==> config.mk <==
export PLATFORM = sky130hd
export DESIGN_NAME = indexed_array_insert_delete_search_unit
export DESIGN_NICKNAME = d
export VERILOG_FILES = /design/src/hw/rtl/iads_pkg.sv /design/src/hw/rtl/indexed_array_insert_delete_search_unit.sv
export SDC_FILE = /design/constraint.sdc
export NUM_CORES = 2
export LEC_CHECK = 0
export ABC_CLOCK_PERIOD_IN_PS = 7900
export BUFFER_PORTS_ARGS = -buffer_cell sky130_fd_sc_hd__buf_4
export CAP_MARGIN = 20
export CELL_PAD_IN_SITES_DETAIL_PLACEMENT = 1
export CELL_PAD_IN_SITES_GLOBAL_PLACEMENT = 1
export CORE_AREA = 5 5 543 545
export DETAILED_ROUTE_END_ITERATION = 8
export DIE_AREA = 0 0 548 550
export HOLD_SLACK_MARGIN = 0.12
export PLACE_DENSITY = 0.46
export SKIP_CTS_REPAIR_TIMING = 1
export SYNTH_ARGS = -nofsm -noshare
export SYNTH_HDL_FRONTEND = slang
export SYNTH_SLANG_ARGS = --single-unit
export TNS_END_PERCENT = 10
==> constraint.sdc <==
create_clock -name clk -period 7.9 [get_ports clk]
set_input_delay 0.79 -clock clk [delete_from_list [all_inputs] [get_ports clk]]
set_output_delay 0.79 -clock clk [all_outputs]
set_load 0.05 [all_outputs]
==> src/hw/rtl/iads_pkg.sv <==
`default_nettype none
// ----------------------------------------------------------------------------
// iads_pkg: shared types and codes for the indexed array unit
// Request and response payloads, operation and status codes, sequencer states.
// ----------------------------------------------------------------------------
package iads_pkg;

	localparam logic [2:0] MODE_APPEND = 3'd0;
	localparam logic [2:0] MODE_INSERT = 3'd1;
	localparam logic [2:0] MODE_DELETE = 3'd2;
	localparam logic [2:0] MODE_READ   = 3'd3;
	localparam logic [2:0] MODE_FIND   = 3'd4;

	localparam logic [1:0] STATUS_OK        = 2'd0;
	localparam logic [1:0] STATUS_FULL      = 2'd1;
	localparam logic [1:0] STATUS_BAD_INDEX = 2'd2;
	localparam logic [1:0] STATUS_NOT_FOUND = 2'd3;

	localparam logic signed [31:0] READ_MISS = -32'sd1;

	typedef struct packed {
		logic [2:0]         mode;
		logic [6:0]         position;
		logic signed [31:0] value;
	} req_t;

	typedef struct packed {
		logic signed [31:0] read_value;
		logic [5:0]         found_position;
		logic [1:0]         status;
		logic [6:0]         element_count;
	} rsp_t;

	typedef enum logic [2:0] {
		ST_IDLE,
		ST_READ,
		ST_MOVE,
		ST_FLUSH,
		ST_PUT,
		ST_SEARCH,
		ST_RESP
	} state_t;

endpackage
`default_nettype wire

==> src/hw/rtl/indexed_array_insert_delete_search_unit.sv <==
`default_nettype none
// ----------------------------------------------------------------------------
// indexed_array_insert_delete_search_unit: ordered word array with edit ops
// Append, insert, delete, read and find on a fixed-capacity array in one RAM.
// ----------------------------------------------------------------------------
// One request is handled at a time; req_ready is high only while the sequencer
// is idle. Insert and delete shift the words behind the index one by one, and
// find scans from index 0 until a match or the end of the array. The single RAM
// read port walks one stored word per cycle. The response register frees the
// sequencer as soon as the response is loaded.
module indexed_array_insert_delete_search_unit #(
	parameter int CAPACITY = 64
) (
	input  wire logic          clk,
	input  wire logic          arst_n,
	input  wire logic          req_valid,
	output logic               req_ready,
	input  wire iads_pkg::req_t req,
	output logic               rsp_valid,
	input  wire logic          rsp_ready,
	output iads_pkg::rsp_t     rsp
);

	localparam int CNT_W = $clog2(CAPACITY + 1);
	localparam int AW    = $clog2(CAPACITY);
	localparam int CMP_W = (CNT_W > 7) ? CNT_W : 7;

	logic signed [31:0] store_q [CAPACITY];
	logic signed [31:0] rdata_q;

	iads_pkg::state_t   state_q, state_d;
	logic [CNT_W-1:0]   cnt_q;
	logic [CNT_W-1:0]   rem_q;
	logic [AW-1:0]      src_q, dst_q, pos_q, chk_idx_q;
	logic               mv_q, chk_q;
	logic [2:0]         mode_q;
	logic signed [31:0] val_q, rd_val_q;
	logic [5:0]         found_q;
	logic [1:0]         status_q;
	iads_pkg::rsp_t     rsp_q;
	logic               rsp_valid_q;

	logic               fire, full, pos_le, pos_lt, match, rsp_load;
	logic [CMP_W-1:0]   pos_x, cnt_x;
	logic [CNT_W-1:0]   ins_moves, del_moves;
	logic               mem_we;
	logic [AW-1:0]      mem_wa, rd_addr;
	logic signed [31:0] mem_wd;

	assign req_ready = (state_q == iads_pkg::ST_IDLE);
	assign fire      = req_valid && req_ready;
	assign pos_x     = CMP_W'(req.position);
	assign cnt_x     = CMP_W'(cnt_q);
	assign full      = (cnt_q == CNT_W'(CAPACITY));
	assign pos_le    = (pos_x <= cnt_x);
	assign pos_lt    = (pos_x < cnt_x);
	assign ins_moves = CNT_W'(cnt_x - pos_x);
	assign del_moves = CNT_W'(cnt_x - pos_x - CMP_W'(1));
	assign match     = (rdata_q == val_q);
	assign rsp_load  = (state_q == iads_pkg::ST_RESP) && (!rsp_valid_q || rsp_ready);

	// next state
	always_comb begin
		state_d = state_q;
		unique case (state_q)
			iads_pkg::ST_IDLE: begin
				if (fire) begin
					case (req.mode)
						iads_pkg::MODE_INSERT: begin
							if (!pos_le || full)
								state_d = iads_pkg::ST_RESP;
							else if (ins_moves == '0)
								state_d = iads_pkg::ST_PUT;
							else
								state_d = iads_pkg::ST_MOVE;
						end
						iads_pkg::MODE_DELETE: begin
							if (!pos_lt || del_moves == '0)
								state_d = iads_pkg::ST_RESP;
							else
								state_d = iads_pkg::ST_MOVE;
						end
						iads_pkg::MODE_READ:
							state_d = pos_lt ? iads_pkg::ST_READ : iads_pkg::ST_RESP;
						iads_pkg::MODE_FIND:
							state_d = (cnt_q == '0) ? iads_pkg::ST_RESP : iads_pkg::ST_SEARCH;
						default:
							state_d = iads_pkg::ST_RESP;
					endcase
				end
			end
			iads_pkg::ST_READ:  state_d = iads_pkg::ST_RESP;
			iads_pkg::ST_MOVE: begin
				if (rem_q == CNT_W'(1))
					state_d = iads_pkg::ST_FLUSH;
			end
			iads_pkg::ST_FLUSH:
				state_d = (mode_q == iads_pkg::MODE_INSERT) ? iads_pkg::ST_PUT
					: iads_pkg::ST_RESP;
			iads_pkg::ST_PUT:   state_d = iads_pkg::ST_RESP;
			iads_pkg::ST_SEARCH: begin
				if ((chk_q && match) || rem_q == '0)
					state_d = iads_pkg::ST_RESP;
			end
			iads_pkg::ST_RESP: begin
				if (rsp_load)
					state_d = iads_pkg::ST_IDLE;
			end
			default: state_d = iads_pkg::ST_IDLE;
		endcase
	end

	// memory port control
	always_comb begin
		mem_we  = 1'b0;
		mem_wa  = dst_q;
		mem_wd  = rdata_q;
		rd_addr = src_q;
		unique case (state_q)
			iads_pkg::ST_IDLE: begin
				rd_addr = pos_x[AW-1:0];
				if (fire && req.mode == iads_pkg::MODE_APPEND && !full) begin
					mem_we = 1'b1;
					mem_wa = cnt_q[AW-1:0];
					mem_wd = req.value;
				end
			end
			iads_pkg::ST_MOVE:  mem_we = mv_q;
			iads_pkg::ST_FLUSH: mem_we = 1'b1;
			iads_pkg::ST_PUT: begin
				mem_we = 1'b1;
				mem_wa = pos_q;
				mem_wd = val_q;
			end
			default: ;
		endcase
	end

	always_ff @(posedge clk) begin
		if (mem_we)
			store_q[mem_wa] <= mem_wd;
		rdata_q <= store_q[rd_addr];
	end

	always_ff @(posedge clk or negedge arst_n) begin
		if (!arst_n) begin
			state_q     <= iads_pkg::ST_IDLE;
			cnt_q       <= '0;
			rsp_valid_q <= 1'b0;
		end else begin
			state_q <= state_d;
			if (rsp_load)
				rsp_valid_q <= 1'b1;
			else if (rsp_ready)
				rsp_valid_q <= 1'b0;
			if (fire && req.mode == iads_pkg::MODE_APPEND && !full)
				cnt_q <= cnt_q + CNT_W'(1);
			else if (fire && req.mode == iads_pkg::MODE_DELETE && pos_lt && del_moves == '0)
				cnt_q <= cnt_q - CNT_W'(1);
			else if (state_q == iads_pkg::ST_FLUSH && mode_q == iads_pkg::MODE_DELETE)
				cnt_q <= cnt_q - CNT_W'(1);
			else if (state_q == iads_pkg::ST_PUT)
				cnt_q <= cnt_q + CNT_W'(1);
		end
	end

	// datapath registers
	always_ff @(posedge clk) begin
		unique case (state_q)
			iads_pkg::ST_IDLE: begin
				if (fire) begin
					mode_q   <= req.mode;
					pos_q    <= pos_x[AW-1:0];
					val_q    <= req.value;
					status_q <= iads_pkg::STATUS_OK;
					rd_val_q <= '0;
					found_q  <= '0;
					mv_q     <= 1'b0;
					chk_q    <= 1'b0;
					case (req.mode)
						iads_pkg::MODE_APPEND: begin
							if (full)
								status_q <= iads_pkg::STATUS_FULL;
						end
						iads_pkg::MODE_INSERT: begin
							if (!pos_le)
								status_q <= iads_pkg::STATUS_BAD_INDEX;
							else if (full)
								status_q <= iads_pkg::STATUS_FULL;
							src_q <= AW'(cnt_q - CNT_W'(1));
							rem_q <= ins_moves;
						end
						iads_pkg::MODE_DELETE: begin
							if (!pos_lt)
								status_q <= iads_pkg::STATUS_BAD_INDEX;
							src_q <= AW'(pos_x + CMP_W'(1));
							rem_q <= del_moves;
						end
						iads_pkg::MODE_READ: begin
							if (!pos_lt) begin
								status_q <= iads_pkg::STATUS_BAD_INDEX;
								rd_val_q <= iads_pkg::READ_MISS;
							end
						end
						iads_pkg::MODE_FIND: begin
							status_q <= iads_pkg::STATUS_NOT_FOUND;
							src_q    <= '0;
							rem_q    <= cnt_q;
						end
						default: ;
					endcase
				end
			end
			iads_pkg::ST_READ: rd_val_q <= rdata_q;
			iads_pkg::ST_MOVE: begin
				mv_q  <= 1'b1;
				rem_q <= rem_q - CNT_W'(1);
				if (mode_q == iads_pkg::MODE_INSERT) begin
					dst_q <= src_q + AW'(1);
					src_q <= src_q - AW'(1);
				end else begin
					dst_q <= src_q - AW'(1);
					src_q <= src_q + AW'(1);
				end
			end
			iads_pkg::ST_SEARCH: begin
				if (chk_q && match) begin
					status_q <= iads_pkg::STATUS_OK;
					found_q  <= 6'(chk_idx_q);
				end else if (rem_q != '0) begin
					chk_q     <= 1'b1;
					chk_idx_q <= src_q;
					src_q     <= src_q + AW'(1);
					rem_q     <= rem_q - CNT_W'(1);
				end
			end
			iads_pkg::ST_RESP: begin
				if (rsp_load) begin
					rsp_q.read_value     <= rd_val_q;
					rsp_q.found_position <= found_q;
					rsp_q.status         <= status_q;
					rsp_q.element_count  <= 7'(cnt_q);
				end
			end
			default: ;
		endcase
	end

	assign rsp_valid = rsp_valid_q;
	assign rsp       = rsp_q;

endmodule
`default_nettype wire

==> results.txt <==
max-cap check violation count = 0
final WL = 263 mm
clock tree buffer depth = 4
worst-path cell chain = nor3_4, mux2i_4, buf_12, mux4_2, a22oi_1, nand2_1, a22oi_1, o221ai_1
Final min period = 5540 ps
synth top area cells = edfxtp_1, mux4_2, a22oi_1
worst rel slew slack = 19.7%
CP startpoint kind = flip-flop
Max Slew Vio Count = 0
Synth top area share = 76.7%
H-tree Lvls = 4
fmax = 181 MHz
Area Overhead vs Synth = 17.6%
Detailed Place HPWL = 156 mm
gr usage total = 17.1%
number of synthesized register bits = 2246
root buf cell = clkbuf_16
worst slew pin tran = 1200 ps
Yosys top cell by area = edfxtp_1
ys flop type = edfxtp_1
Hold Crit Class = primary input to flip-flop
Worst path max stage delay = 870 ps
Vias = 42900
Synth Net Count = 4077
DRC = 0
Min Hold Slack = 179 ps
Avg Cell Area, Syn = 21.5 sq um
CTS tree = built
cell leakage power = 31.7 nW
CP most frequent cell = a22oi_1
drt via density = 5.15
final setup TNS = 0 ps
first-pass GRT wire length = 369 mm
Netlist cell types = 68
Max VDD drop = 0.000330 V
Tcrit/Tclk final = 70.1%
row count = 198
Setup Skew = 60.7 ps
Critical Path AT = 6210 ps
routability cong. = 0.753
final-report setup violation count = 0
critical path required time = 8570 ps
RSZ-0062 raised after global routing = no
share of layout cells above drive strength 1 = 27.6%
clk sinks = 2246
Initial Utilization = 29.8%
wire per inst = 31.6 um
sequential area share after synthesis = 77.8%
Die Width = 548 um
status = complete, no violations
antenna viol nets, final = 0
clock slew at reported path FFs = 70 ps
I/O pins = 95
chip height = 550 um
final hold viol count = 0
initial drt markers = 3914
PwrDens = 459 nW/um^2
Clock Latency Late Sink = 900 ps
EDFF count, synth = 2203
Post-Syn Area = 86200 sq um
core area = 290000 sq um
Num CTS Buffers = 241
crit-path max FO = 75
port bufs = 94
die area = 301000 sq um
pin count of the biggest net entering global routing = 98
antenna violations before repair = 13
Ys Warns = 0
Pre-antenna DRT Iters = 5
Mapped Cells = 4014
CP Capture Type = flip-flop
grt ovf = 0
vias in the first global route = 44700
Post-synth ARST share = 0.490%
Final #Nets = 4397
critical path's slowest cell = nor3_4
CP Class = flip-flop to flip-flop
placed cells by master, fill, tap and decap left out, drive strengths merged, types with 5 or more instances in the layout:
cell         count
clkinvlp         7
o221ai          36
clkinv          78
and3             6
nor2           114
xnor2           53
bufinv          16
a22o            64
o22ai           40
dfrtp           11
nand2b           8
xor2            16
o21ai           16
a31oi           36
mux4           512
mux2             5
clkbuf         325
nand2          181
dlygate4sd3     32
nand4           10
and2            10
nor3b            5
a21o            33
nor2b            6
a22oi          165
ha              16
mux2i            6
nand3           13
inv             27
nor3            13
dfxtp           32
edfxtp        2203
diode            8
a21oi           27
a221oi          66
nor4             5
buf            275
path summary, 6_finish.rpt:
path / startpoint / to / slack, ps / cells past startpoint
worst max-delay path: state_q[0] / rdata_q[28] / 2360 / 8
worst min-delay path: req[1] / val_q[1] / 180 / 1
worst max register to register: state_q[0] / rdata_q[28] / 2360 / 8
worst min register to register: rd_val_q[11] / rsp[26] / 420 / 0
max in group asynchronous: arst_n / cnt_q[2] / 7410 / 2
min in group asynchronous: arst_n / cnt_q[5] / 300 / 2
critical path, delay by kind of cell, from the launching register on:
| family | cells | cell delay (ps) |
|---|---|---|
| flip-flops | 1 | 600 |
| AO/OA/AOI/OAI | 3 | 1580 |
| multiplexers | 2 | 1230 |
| buffers and inverters | 1 | 550 |
| AND/OR/NAND/NOR | 2 | 1210 |
synth_stat cells (all sizes together), types with 3 or more instances:
master	number
o22ai	40
nand4	10
a21o	33
or3	4
nor3b	5
a31oi	36
xor2	16
or3b	4
dfrtp	11
nor2	114
or2	3
buf	81
nor4	5
nand3	13
a221oi	66
nand2b	8
nor3	13
mux4	512
nand2	181
inv	23
o21ai	16
mux2i	6
ha	16
dfxtp	32
xnor2	53
o31ai	3
a21oi	27
and3	6
o211ai	3
a22oi	165
and2	10
mux2	5
clkbuf	149
a211oi	4
nor2b	6
edfxtp	2203
nor4b	4
a22o	64
o221a	3
o221ai	36
layout make-up:
type                            count  area (sq um)
Antenna cell                        8          20.0
Clock buffer                      325          6620
Clock inverter                    105           947
Fill cell                       27900        188000
Inverter                           23          87.6
Multi-Input combinational cell   1515         19200
Sequential cell                  2246         67100
Tap cell                         3800          4750
Timing Repair Buffer              307          2770
registers in the layout, summed over array words and instances (netlist names), 6 cells and up:
register	flops
chk_idx_q	6
rd_val_q	32
dst_q	6
cnt_q	7
rsp	47
src_q	6
pos_q	6
rdata_q	32
rem_q	7
val_q	32
store_q	2048
found_q	6
where the power goes:
part / switching (W) / leakage [nW] / internal [W]
clock: 0.00465 / 3.68 / 0.00634
sequential: 0.000669 / 20.4 / 0.0169
combinational: 0.0124 / 7.58 / 0.00561
per-stage QoR:
stage	utilization (%)	total power [W]	cell area (sq um)	setup slack, ps	std cells
final	35.0	0.0466	101000	2360	8329
after global routing	35.0	0.0486	101000	2050	8322
after CTS	34.9	0.0473	101000	2120	8283
after detailed placement	32.3	0.0362	93400	2170	7853
after global placement	32.2	0.0358	93200	1910	7837
after floorplan	-	0.0273	86200	3040	4014
logic make-up (layout without fill, tap and decap cells):
logic type | after synthesis | count (layout) | synth area share, %
AO/OA/AOI/OAI | 514 | 514 | 4.52
XOR/XNOR | 69 | 69 | 0.701
flip-flops | 2246 | 2246 | 77.8
AND/OR/NAND/NOR | 392 | 392 | 2.01
buffers and inverters | 253 | 760 | 1.23
adder cells (fa/ha/maj) | 17 | 17 | 0.255
multiplexers | 523 | 523 | 13.5
other | 0 | 8 | 0
metal layers:
metal / GRT usage [%] / up-vias / part of all wire (%)
met5: 0 / - / 0
met4: 3.56 / 0 / 2.0
met3: 2.57 / 307 / 5.0
met2: 26.9 / 1146 / 46
met1: 25.4 / 23700 / 47
li1: - / 17700 / -
No activity file was read; power rests on OpenSTA's default activity.
